### src/hdl/bcvc_pkg.sv
// Shared types, constants and codes of the beep cadence and volume controller.
`default_nettype none

package bcvc_pkg;

    // Volume scale and derived widths
    localparam int VOL_LEVELS   = 5;
    localparam int STEP_W       = $clog2(VOL_LEVELS + 1);
    localparam int KFAC_W       = $clog2(7 * VOL_LEVELS + 1);
    localparam int NUM_W        = 16 + KFAC_W;

    // duty = floor(period * 7 * step / DUTY_DEN), done by reciprocal multiply
    localparam int DUTY_DEN     = 10 * VOL_LEVELS;
    localparam int RECIP_SHIFT  = NUM_W + 10;
    localparam longint unsigned RECIP_MUL_L = (64'd1 << RECIP_SHIFT) / DUTY_DEN;
    localparam int RECIP_W      = $clog2(RECIP_MUL_L + 1);
    localparam logic [RECIP_W-1:0] RECIP_MUL = RECIP_W'(RECIP_MUL_L);
    localparam int PROD_W       = NUM_W + RECIP_W;
    localparam int QUO_W        = PROD_W - RECIP_SHIFT;

    localparam logic [STEP_W-1:0] STEP_RESET = STEP_W'(VOL_LEVELS / 2);
    localparam logic [STEP_W-1:0] STEP_MAX   = STEP_W'(VOL_LEVELS);

    // Configuration register reset values
    localparam logic [15:0] PWM_PERIOD_RESET = 16'd332;
    localparam logic [15:0] ON_TICKS_RESET   = 16'd1228;
    localparam logic [15:0] GAP_SHORT_RESET  = 16'd819;
    localparam logic [15:0] GAP_MEDIUM_RESET = 16'd2457;
    localparam logic [15:0] GAP_LONG_RESET   = 16'd4096;

    localparam int CFG_IDX_W = 3;

    typedef enum logic [CFG_IDX_W-1:0] {
        CFG_PWM_PERIOD = 3'd0,
        CFG_ON_TICKS   = 3'd1,
        CFG_GAP_SHORT  = 3'd2,
        CFG_GAP_MEDIUM = 3'd3,
        CFG_GAP_LONG   = 3'd4
    } t_cfg_idx;

    typedef enum logic [1:0] {
        CMD_BEEP   = 2'd0,
        CMD_VOL_DN = 2'd1,
        CMD_VOL_UP = 2'd2,
        CMD_MUTE   = 2'd3
    } t_cmd;

    // Alarm categories
    localparam logic [2:0] CAT_SILENT = 3'd0;
    localparam logic [2:0] CAT_LONG   = 3'd1;
    localparam logic [2:0] CAT_MEDIUM = 3'd2;
    localparam logic [2:0] CAT_SHORT  = 3'd3;
    localparam logic [2:0] CAT_CONT   = 3'd4;

    typedef enum logic [1:0] {
        PH_START = 2'd0,
        PH_HELD  = 2'd1,
        PH_GAP   = 2'd2
    } t_phase;

    typedef enum logic [1:0] {
        ST_IDLE  = 2'd0,
        ST_PROD  = 2'd1,
        ST_RECIP = 2'd2,
        ST_FIX   = 2'd3
    } t_ctl_state;

    // Controller to datapath commands
    typedef struct packed {
        logic accept;
        logic prod_en;
        logic recip_en;
        logic fix_load;
    } t_dp_cmd;

endpackage

`default_nettype wire

### src/hdl/bcvc_in_if.sv
// Command channel: valid/ready handshake with the command item payload.
`default_nettype none

interface bcvc_in_if;
    logic       valid;
    logic       ready;
    logic [1:0] command;
    logic [2:0] category;
    logic [15:0] now_time;

    modport source (output valid, output command, output category, output now_time,
                    input ready);
    modport sink   (input valid, input command, input category, input now_time,
                    output ready);
endinterface

`default_nettype wire

### src/hdl/bcvc_out_if.sv
// Result channel: valid/ready handshake with tone enable and duty compare.
`default_nettype none

interface bcvc_out_if;
    logic        valid;
    logic        ready;
    logic        tone_enable;
    logic [15:0] duty_compare;

    modport source (output valid, output tone_enable, output duty_compare, input ready);
    modport sink   (input valid, input tone_enable, input duty_compare, output ready);
endinterface

`default_nettype wire

### src/hdl/bcvc_dpath.sv
// Datapath: configuration registers, cadence state, volume, and duty arithmetic.
`default_nettype none

module bcvc_dpath (
    input  wire logic                          i_clk,
    input  wire logic                          i_rst_n,
    input  wire bcvc_pkg::t_dp_cmd             i_cmd,
    input  wire logic [1:0]                    i_command,
    input  wire logic [2:0]                    i_category,
    input  wire logic [15:0]                   i_now_time,
    input  wire logic                          i_cfg_we,
    input  wire logic [bcvc_pkg::CFG_IDX_W-1:0] i_cfg_idx,
    input  wire logic [15:0]                   i_cfg_data,
    output logic                               o_tone_enable,
    output logic [15:0]                        o_duty_compare
);

    // Configuration
    logic [15:0] r_pwm_period, r_on_ticks, r_gap_short, r_gap_medium, r_gap_long;

    // Cadence and volume state
    bcvc_pkg::t_phase             r_phase, n_phase, ph;
    logic [2:0]                   r_last_cat, n_last_cat;
    logic [15:0]                  r_ref_time, n_ref_time;
    logic [bcvc_pkg::STEP_W-1:0]  r_step, n_step;
    logic                         r_mute, n_mute;
    logic                         r_tone_on, n_tone_on;

    // Arithmetic pipeline
    logic [bcvc_pkg::KFAC_W-1:0]  r_kfac;
    logic [bcvc_pkg::NUM_W-1:0]   r_num;
    logic [bcvc_pkg::QUO_W-1:0]   r_quo;
    logic [bcvc_pkg::PROD_W-1:0]  w_prod;
    logic [bcvc_pkg::NUM_W-1:0]   w_back, w_rem;
    logic                         w_adj;

    // Output register
    logic        r_tone_out;
    logic [15:0] r_duty_out;

    logic [15:0] w_elapsed;
    logic        w_gap_done;

    assign w_elapsed  = i_now_time - r_ref_time;
    assign w_gap_done = (i_category == bcvc_pkg::CAT_SHORT  && w_elapsed >= r_gap_short)  ||
                        (i_category == bcvc_pkg::CAT_MEDIUM && w_elapsed >= r_gap_medium) ||
                        (i_category == bcvc_pkg::CAT_LONG   && w_elapsed >= r_gap_long);

    always_comb begin
        n_phase    = r_phase;
        n_last_cat = r_last_cat;
        n_ref_time = r_ref_time;
        n_step     = r_step;
        n_mute     = r_mute;
        n_tone_on  = r_tone_on;
        ph         = r_phase;
        unique case (bcvc_pkg::t_cmd'(i_command))
            bcvc_pkg::CMD_BEEP: begin
                if (r_mute) begin
                    n_tone_on = 1'b0;
                end else if (i_category == bcvc_pkg::CAT_SILENT) begin
                    n_tone_on = 1'b0;
                    n_phase   = bcvc_pkg::PH_START;
                end else begin
                    // restart the cadence on a new category
                    if (i_category != r_last_cat) begin
                        ph         = bcvc_pkg::PH_START;
                        n_ref_time = i_now_time;
                        n_last_cat = i_category;
                    end
                    n_phase = ph;
                    case (ph)
                        bcvc_pkg::PH_START: begin
                            n_tone_on  = 1'b1;
                            n_ref_time = i_now_time;
                            n_phase    = bcvc_pkg::PH_HELD;
                        end
                        bcvc_pkg::PH_HELD: begin
                            if (w_elapsed >= r_on_ticks) begin
                                if (i_category == bcvc_pkg::CAT_CONT) begin
                                    n_phase = bcvc_pkg::PH_START;
                                end else begin
                                    n_tone_on  = 1'b0;
                                    n_ref_time = i_now_time;
                                    n_phase    = bcvc_pkg::PH_GAP;
                                end
                            end
                        end
                        bcvc_pkg::PH_GAP: begin
                            if (w_gap_done) begin
                                n_phase = bcvc_pkg::PH_START;
                            end
                        end
                        default: begin
                        end
                    endcase
                end
            end
            bcvc_pkg::CMD_VOL_DN: begin
                if (r_step != '0) begin
                    n_step = r_step - 1'b1;
                end
            end
            bcvc_pkg::CMD_VOL_UP: begin
                if (r_step < bcvc_pkg::STEP_MAX) begin
                    n_step = r_step + 1'b1;
                end
            end
            bcvc_pkg::CMD_MUTE: begin
                n_mute    = ~r_mute;
                n_tone_on = r_mute;
            end
            default: begin
            end
        endcase
    end

    // Configuration writes
    always_ff @(posedge i_clk) begin
        if (!i_rst_n) begin
            r_pwm_period <= bcvc_pkg::PWM_PERIOD_RESET;
            r_on_ticks   <= bcvc_pkg::ON_TICKS_RESET;
            r_gap_short  <= bcvc_pkg::GAP_SHORT_RESET;
            r_gap_medium <= bcvc_pkg::GAP_MEDIUM_RESET;
            r_gap_long   <= bcvc_pkg::GAP_LONG_RESET;
        end else if (i_cfg_we) begin
            unique case (bcvc_pkg::t_cfg_idx'(i_cfg_idx))
                bcvc_pkg::CFG_PWM_PERIOD: r_pwm_period <= i_cfg_data;
                bcvc_pkg::CFG_ON_TICKS:   r_on_ticks   <= i_cfg_data;
                bcvc_pkg::CFG_GAP_SHORT:  r_gap_short  <= i_cfg_data;
                bcvc_pkg::CFG_GAP_MEDIUM: r_gap_medium <= i_cfg_data;
                bcvc_pkg::CFG_GAP_LONG:   r_gap_long   <= i_cfg_data;
                default: begin
                end
            endcase
        end
    end

    // Commit the item's state update on the accepted beat
    always_ff @(posedge i_clk) begin
        if (!i_rst_n) begin
            r_phase    <= bcvc_pkg::PH_START;
            r_last_cat <= bcvc_pkg::CAT_SILENT;
            r_ref_time <= '0;
            r_step     <= bcvc_pkg::STEP_RESET;
            r_mute     <= 1'b0;
            r_tone_on  <= 1'b0;
        end else if (i_cmd.accept) begin
            r_phase    <= n_phase;
            r_last_cat <= n_last_cat;
            r_ref_time <= n_ref_time;
            r_step     <= n_step;
            r_mute     <= n_mute;
            r_tone_on  <= n_tone_on;
        end
    end

    // Duty arithmetic: product, reciprocal quotient estimate, one correction
    assign w_prod = bcvc_pkg::PROD_W'(r_num) * bcvc_pkg::PROD_W'(bcvc_pkg::RECIP_MUL);
    assign w_back = bcvc_pkg::NUM_W'(bcvc_pkg::NUM_W'(r_quo) *
                                     bcvc_pkg::NUM_W'(bcvc_pkg::DUTY_DEN));
    assign w_rem  = r_num - w_back;
    assign w_adj  = (w_rem >= bcvc_pkg::NUM_W'(bcvc_pkg::DUTY_DEN));

    always_ff @(posedge i_clk) begin
        if (i_cmd.accept) begin
            r_kfac <= bcvc_pkg::KFAC_W'(bcvc_pkg::KFAC_W'(n_step) * bcvc_pkg::KFAC_W'(7));
        end
        if (i_cmd.prod_en) begin
            r_num <= bcvc_pkg::NUM_W'(bcvc_pkg::NUM_W'(r_pwm_period) *
                                      bcvc_pkg::NUM_W'(r_kfac));
        end
        if (i_cmd.recip_en) begin
            r_quo <= w_prod[bcvc_pkg::PROD_W-1:bcvc_pkg::RECIP_SHIFT];
        end
        if (i_cmd.fix_load) begin
            r_tone_out <= r_tone_on;
            r_duty_out <= 16'(r_quo + bcvc_pkg::QUO_W'(w_adj));
        end
    end

    assign o_tone_enable  = r_tone_out;
    assign o_duty_compare = r_duty_out;

endmodule

`default_nettype wire

### src/hdl/bcvc_ctrl.sv
// Controller: sequences accept, duty arithmetic steps and the result register.
`default_nettype none

module bcvc_ctrl (
    input  wire logic              i_clk,
    input  wire logic              i_rst_n,
    input  wire logic              i_in_valid,
    output logic                   o_in_ready,
    output logic                   o_out_valid,
    input  wire logic              i_out_ready,
    output bcvc_pkg::t_dp_cmd      o_cmd
);

    bcvc_pkg::t_ctl_state r_state, n_state;
    logic                 r_out_valid, n_out_valid;

    always_ff @(posedge i_clk) begin
        if (!i_rst_n) begin
            r_state     <= bcvc_pkg::ST_IDLE;
            r_out_valid <= 1'b0;
        end else begin
            r_state     <= n_state;
            r_out_valid <= n_out_valid;
        end
    end

    always_comb begin
        n_state        = r_state;
        o_cmd          = '0;
        o_in_ready     = 1'b0;
        n_out_valid    = r_out_valid && !i_out_ready;
        unique case (r_state)
            bcvc_pkg::ST_IDLE: begin
                o_in_ready = 1'b1;
                if (i_in_valid) begin
                    o_cmd.accept = 1'b1;
                    n_state      = bcvc_pkg::ST_PROD;
                end
            end
            bcvc_pkg::ST_PROD: begin
                o_cmd.prod_en = 1'b1;
                n_state       = bcvc_pkg::ST_RECIP;
            end
            bcvc_pkg::ST_RECIP: begin
                o_cmd.recip_en = 1'b1;
                n_state        = bcvc_pkg::ST_FIX;
            end
            bcvc_pkg::ST_FIX: begin
                // hold until the result register is free
                if (!r_out_valid || i_out_ready) begin
                    o_cmd.fix_load = 1'b1;
                    n_out_valid    = 1'b1;
                    n_state        = bcvc_pkg::ST_IDLE;
                end
            end
            default: begin
                n_state = bcvc_pkg::ST_IDLE;
            end
        endcase
    end

    assign o_out_valid = r_out_valid;

    a_cmd_onehot: assert property (@(posedge i_clk) disable iff (!i_rst_n)
        $onehot0({o_cmd.accept, o_cmd.prod_en, o_cmd.recip_en, o_cmd.fix_load}))
        else $error("more than one datapath command at once");

    a_accept_seq: assert property (@(posedge i_clk) disable iff (!i_rst_n)
        o_cmd.accept |=> o_cmd.prod_en ##1 o_cmd.recip_en)
        else $error("arithmetic steps out of order after accept");

    a_fix_stall: assert property (@(posedge i_clk) disable iff (!i_rst_n)
        (r_state == bcvc_pkg::ST_FIX && r_out_valid && !i_out_ready)
        |=> (r_state == bcvc_pkg::ST_FIX && r_out_valid))
        else $error("result register overwritten while still held");

    a_valid_src: assert property (@(posedge i_clk) disable iff (!i_rst_n)
        $rose(r_out_valid) |-> $past(o_cmd.fix_load))
        else $error("result valid raised without a result load");

endmodule

`default_nettype wire

### src/hdl/beep_cadence_volume_controller.sv
// Top level: beep cadence and volume controller with command and result channels.
// Each accepted item runs the product, reciprocal multiply and correction steps,
//   then loads the result register once the previous result has been claimed.
// A new item is accepted only in idle, after the three-step duty arithmetic of the
//   previous item has run in the controller's sequence.
// Reset: synchronous active-low; cadence, volume, mute and config return to defaults.
`default_nettype none

module beep_cadence_volume_controller (
    input  wire logic                           i_clk,
    input  wire logic                           i_rst_n,
    bcvc_in_if.sink                             i_req,
    bcvc_out_if.source                          o_rsp,
    input  wire logic                           i_cfg_we,
    input  wire logic [bcvc_pkg::CFG_IDX_W-1:0] i_cfg_idx,
    input  wire logic [15:0]                    i_cfg_data
);

    bcvc_pkg::t_dp_cmd w_cmd;
    logic              w_in_ready;
    logic              w_out_valid;

    // Sequencer: takes a command beat in idle, then steps the duty pipeline
    // and loads the result register once the downstream side has room.
    bcvc_ctrl u_ctrl (
        .i_clk       (i_clk),
        .i_rst_n     (i_rst_n),
        .i_in_valid  (i_req.valid),
        .o_in_ready  (w_in_ready),
        .o_out_valid (w_out_valid),
        .i_out_ready (o_rsp.ready),
        .o_cmd       (w_cmd)
    );

    // Cadence/volume state update happens on the accepted beat; the duty
    // compare is derived from the updated volume step afterwards.
    bcvc_dpath u_dpath (
        .i_clk          (i_clk),
        .i_rst_n        (i_rst_n),
        .i_cmd          (w_cmd),
        .i_command      (i_req.command),
        .i_category     (i_req.category),
        .i_now_time     (i_req.now_time),
        .i_cfg_we       (i_cfg_we),
        .i_cfg_idx      (i_cfg_idx),
        .i_cfg_data     (i_cfg_data),
        .o_tone_enable  (o_rsp.tone_enable),
        .o_duty_compare (o_rsp.duty_compare)
    );

    assign i_req.ready = w_in_ready;
    assign o_rsp.valid = w_out_valid;

endmodule

`default_nettype wire

### src/flat_wrapper.sv
// flat-port wrapper written by rule: the top's interface ports become plain ports
module beep_cadence_volume_controller_flat 
  (i_clk, i_rst_n, i_cfg_we, i_cfg_idx, i_cfg_data, i_req_valid, i_req_command, i_req_category, i_req_now_time, i_req_ready, o_rsp_valid, o_rsp_tone_enable, o_rsp_duty_compare, o_rsp_ready);
  bcvc_in_if i_req_i ();
  bcvc_out_if o_rsp_i ();
  input  wire logic i_clk;
  input  wire logic i_rst_n;
  input  wire logic i_cfg_we;
  input  wire logic [bcvc_pkg::CFG_IDX_W-1:0] i_cfg_idx;
  input  wire logic [15:0] i_cfg_data;
  input wire logic [$bits(i_req_i.valid)-1:0] i_req_valid;
  input wire logic [$bits(i_req_i.command)-1:0] i_req_command;
  input wire logic [$bits(i_req_i.category)-1:0] i_req_category;
  input wire logic [$bits(i_req_i.now_time)-1:0] i_req_now_time;
  output wire logic [$bits(i_req_i.ready)-1:0] i_req_ready;
  output wire logic [$bits(o_rsp_i.valid)-1:0] o_rsp_valid;
  output wire logic [$bits(o_rsp_i.tone_enable)-1:0] o_rsp_tone_enable;
  output wire logic [$bits(o_rsp_i.duty_compare)-1:0] o_rsp_duty_compare;
  input wire logic [$bits(o_rsp_i.ready)-1:0] o_rsp_ready;
  assign i_req_i.valid = i_req_valid;
  assign i_req_i.command = i_req_command;
  assign i_req_i.category = i_req_category;
  assign i_req_i.now_time = i_req_now_time;
  assign i_req_ready = i_req_i.ready;
  assign o_rsp_valid = o_rsp_i.valid;
  assign o_rsp_tone_enable = o_rsp_i.tone_enable;
  assign o_rsp_duty_compare = o_rsp_i.duty_compare;
  assign o_rsp_i.ready = o_rsp_ready;
  beep_cadence_volume_controller u_core (.i_clk(i_clk), .i_rst_n(i_rst_n), .i_req(i_req_i), .o_rsp(o_rsp_i), .i_cfg_we(i_cfg_we), .i_cfg_idx(i_cfg_idx), .i_cfg_data(i_cfg_data));
endmodule
### config.mk
export PLATFORM = sky130hd
export DESIGN_NAME = beep_cadence_volume_controller_flat
export DESIGN_NICKNAME = d
export VERILOG_FILES = /design/src/hdl/bcvc_pkg.sv /design/src/hdl/bcvc_in_if.sv /design/src/hdl/bcvc_out_if.sv /design/src/hdl/bcvc_dpath.sv /design/src/hdl/bcvc_ctrl.sv /design/src/hdl/beep_cadence_volume_controller.sv /design/src/flat_wrapper.sv
export SDC_FILE = /design/constraint.sdc
export NUM_CORES = 1
export LEC_CHECK = 0
export BUFFER_PORTS_ARGS = -buffer_cell sky130_fd_sc_hd__buf_2
export CORE_MARGIN = 2
export CORE_UTILIZATION = 40
export DETAILED_ROUTE_END_ITERATION = 16
export HOLD_SLACK_MARGIN = 0.02
export MAX_ROUTING_LAYER = met4
export PLACE_DENSITY_LB_ADDON = 0.12
export SYNTH_ARGS = -nofsm -noshare
export SYNTH_HDL_FRONTEND = slang
export SYNTH_HIERARCHICAL = 1
export SYNTH_SLANG_ARGS = --single-unit
### constraint.sdc
create_clock -name i_clk -period 7.4 [get_ports i_clk]
set_clock_uncertainty 0.2 [all_clocks]
set_input_delay 0.37 -clock i_clk [delete_from_list [all_inputs] [get_ports i_clk]]
set_output_delay 0.37 -clock i_clk [all_outputs]
set_load 0.005 [all_outputs]
==> reports/results.ini <==
[status]
status=finished clean

[min_path]
hold-path-cell-count=4
holdPathEnd=u_core/u_ctrl/r_state[1]
min-delay-path-class=input port to flop
hold_path.startpoint=i_req_valid

[synth]
yosys-top-cells-count=inv_1 (472), ha_1 (429), nand2_1 (277)
prevailing_post_synth_register_cell=dfxtp_1
syn_avg_cell_area_um2=9.321
yosys-top-cells-area=ha_1 (24%), fa_1 (23%), dfxtp_1 (9.8%)
yosysSeqAreaShare=0.1815
yosys_register_bits=171
edff_count_synth=62
ys_types=76
async_reset_ff_frac=0
synth_largest_type_area_fraction=0.2409
post_synth_inst_count=2390
synth.most_common_cell=inv_1
post_synth_instance_area_mm2=0.02228
yosys_warnings=6
synth_top_cell_by_area=ha_1
post_synthesis_net_count=3119

[sta]
post-route-min-period_ns=7.088
setup_tns_ns=0
finalHoldViolCount=0
tightestPinTransition_ns=1.117
number_of_max_slew_violations_in_the_final_report=0
rsz_0062_raised_after_global_routing=false
post-route-period-util=0.9579
timing.slew.headroom=0.2550
timing.final.setup_violations=0
fmax_ghz=0.1411

[grt]
grt_pass1_vias=16890
grt_overflow_total=0
wire_length_of_the_first_global_routing_pass_um=92480
grt_max_degree=63
antenna_found_initial=1
track_usage=0.2172

[worst_setup_path]
critPathMostFrequentCell=fa_1
critical_path_end_type=flop
cp_cell_sequence=fa_1 > inv_1 > fa_1 > inv_1 > fa_1 > inv_1 > fa_1 > fa_1 > inv_1 > fa_1 > fa_1 > ha_1 > and3_1 > a221oi_4 > nand3_2 > o21ai_4 > a31oi_1 > a41o_1 > or4b_1 > o311ai_1
max_stage_delay_ns=0.62
timing.critical_path.arrival_ns=7.19
reg2regPathDepth=20
regToRegEndpoint=u_core/u_dpath/r_quo[15]
critical_path_buf_inv_count=4
crit_path_start_kind=flop
maximum_net_fanout_on_the_critical_path=4
worstSetupPathType=flop to flop
crit_slowest_cell=fa_1
timing.critical_path.max_delay_family=adder cells
r2r-start=u_core/u_dpath/r_num[4]
critical_path_required_ns=7.50
worst-r2r-setup-slack_ns=0.31

[detailed_routing]
detail_route.iter0.violations=754
drt-wirelength-per-cell_um=17.54
drc_errors=0
top_layer_used=met4
routed_wl_um=57750
detailroute.via_count=16340
detail-route-antenna-nets=0
detailroute.wirelength.met2_um=29060
route.layer.met1.wl_um=26300
via_per_inst=4.963
route.met3.wl_um=1330
drt_pass1_iterations=5

[die]
floorplan.die_area_mm2=0.05760
fp-row-count=86
core-area_mm2=0.05509
top_level_ports=64
die_width_um=240.0
floorplan.die.height_um=240.0
initial_standard_cell_utilization_of_the_core=0.4044

[layout]
area_delta_synth_final_pct=11.42
design.final.nets=3259
drive_gt1_frac=0.06921
nFillCells=5398

[cts]
cts_tree=built
worst_setup_hold_path_clk_slew_ns=0.08
total_clock_sinks=171
worst_skew_pair.late_latency_ns=0.48
clk_path_buf_depth=2
cts_root_buf=clkbuf_16
cts_max_level=4
cts_buffers=17

[placement]
finalWeightedCongestion=0.9621
numPortBuffers=63
place_hpwl_um=49510

[run]
max_cap_viol_count=0

## cell usage in the layout (no fill, tap or decap), drive strengths merged, types with 6 or more instances in the layout
| cell type | instances |
|---|---|
| a2111oi | 6 |
| a211oi | 15 |
| a21o | 33 |
| a21oi | 141 |
| and2 | 32 |
| and3 | 16 |
| buf | 121 |
| clkbuf | 17 |
| clkinv | 7 |
| dfxtp | 109 |
| dlygate4sd3 | 35 |
| edfxtp | 62 |
| fa | 255 |
| ha | 429 |
| inv | 479 |
| mux2i | 26 |
| nand2 | 277 |
| nand2b | 18 |
| nand3 | 41 |
| nand4 | 8 |
| nor2 | 92 |
| nor2b | 14 |
| nor3 | 29 |
| o211ai | 28 |
| o21a | 11 |
| o21ai | 52 |
| o21bai | 15 |
| o31ai | 6 |
| or3 | 8 |
| xnor2 | 61 |
| xor2 | 24 |
## cell families after synthesis
family,count (synthesis),share of synthesized area
AO/OA/AOI/OAI,354,0.1032
XOR/XNOR,85,0.03342
adder cells (fa/ha/maj),684,0.4701
buffers and inverters,508,0.08576
flip-flops,171,0.1815
multiplexers,27,0.01219
AND/OR/NAND/NOR,561,0.1138
## through the flow
step / utilization / instance area [um^2] / hold WS (ns) / setup slack, ns / instances
after floorplan: - / 22280 / 0.2090 / 0.7580 / 2390
after global placement: 0.4310 / 23740 / 0.2326 / 0.2581 / 3212
after detailed placement: 0.4310 / 23740 / 0.2211 / 0.2223 / 3212
after CTS: 0.4482 / 24690 / 0.03204 / 0.1803 / 3279
after global routing: 0.4506 / 24820 / 0.07210 / 0.007620 / 3292
final: 0.4506 / 24820 / 0.07020 / 0.3117 / 3292
## routing by layer
| metal | vias up | GRT usage |
|---|---|---|
| met3 | 47 | 0.02342 |
| li1 | 8158 | - |
| met1 | 7930 | 0.2721 |
| met2 | 204 | 0.3732 |
| met4 | 0 | 0.05816 |
| met5 | - | - |
## tightest hold or removal path: stages
cell,delay [ns]
buf_2,0.10
inv_1,0.06
a21oi_2,0.06
mux2i_1,0.11
## registers in the layout (all words and copies together), names as in the netlist, 6 cells and up
signal,flops
u_core/u_dpath/o_duty_compare,16
u_core/u_dpath/r_gap_medium,16
u_core/u_dpath/r_gap_long,16
u_core/u_dpath/r_num,22
u_core/u_dpath/r_on_ticks,16
u_core/u_dpath/r_quo,17
u_core/u_dpath/r_kfac,6
u_core/u_dpath/r_pwm_period,16
u_core/u_dpath/r_gap_short,16
u_core/u_dpath/r_ref_time,16
## layout make-up
type                       count  area, um^2  area share
clock buffer                  17       425.4     0.01714
antenna                        1       2.502   0.0001008
clock inverter                15       175.2    0.007057
timing repair buffer         156        1101     0.04436
inverter                     473        1777     0.07158
sequential                   171        4044      0.1629
tap                          748       935.9     0.03770
multi-input combinational   1711       16360      0.6592
## worst max path at each step
stage                        startpoint                  endpoint  slack (ns)  cells past startpoint
2_1_floorplan  u_core/u_dpath/r_num[10]  u_core/u_dpath/r_quo[15]        0.76                     21
3_3_place_gp   u_core/u_dpath/r_num[18]  u_core/u_dpath/r_quo[15]        0.26                     19
6_report        u_core/u_dpath/r_num[4]  u_core/u_dpath/r_quo[15]        0.31                     20
5_1_grt         u_core/u_dpath/r_num[4]  u_core/u_dpath/r_quo[15]       0.008                     20
4_1_cts         u_core/u_dpath/r_num[4]  u_core/u_dpath/r_quo[15]        0.18                     20
3_5_place_dp    u_core/u_dpath/r_num[4]  u_core/u_dpath/r_quo[15]        0.22                     20
## what timing repair did
action,CTS,global route
setup buffers,0,12
resized for setup,0,5
hold buffers,35,0
endpoints found under the setup margin,0,3
endpoints found under the hold margin,99,0
Power is not shown: default switching activity piles up to over one toggle a cycle in this logic, so the estimate is an artifact.
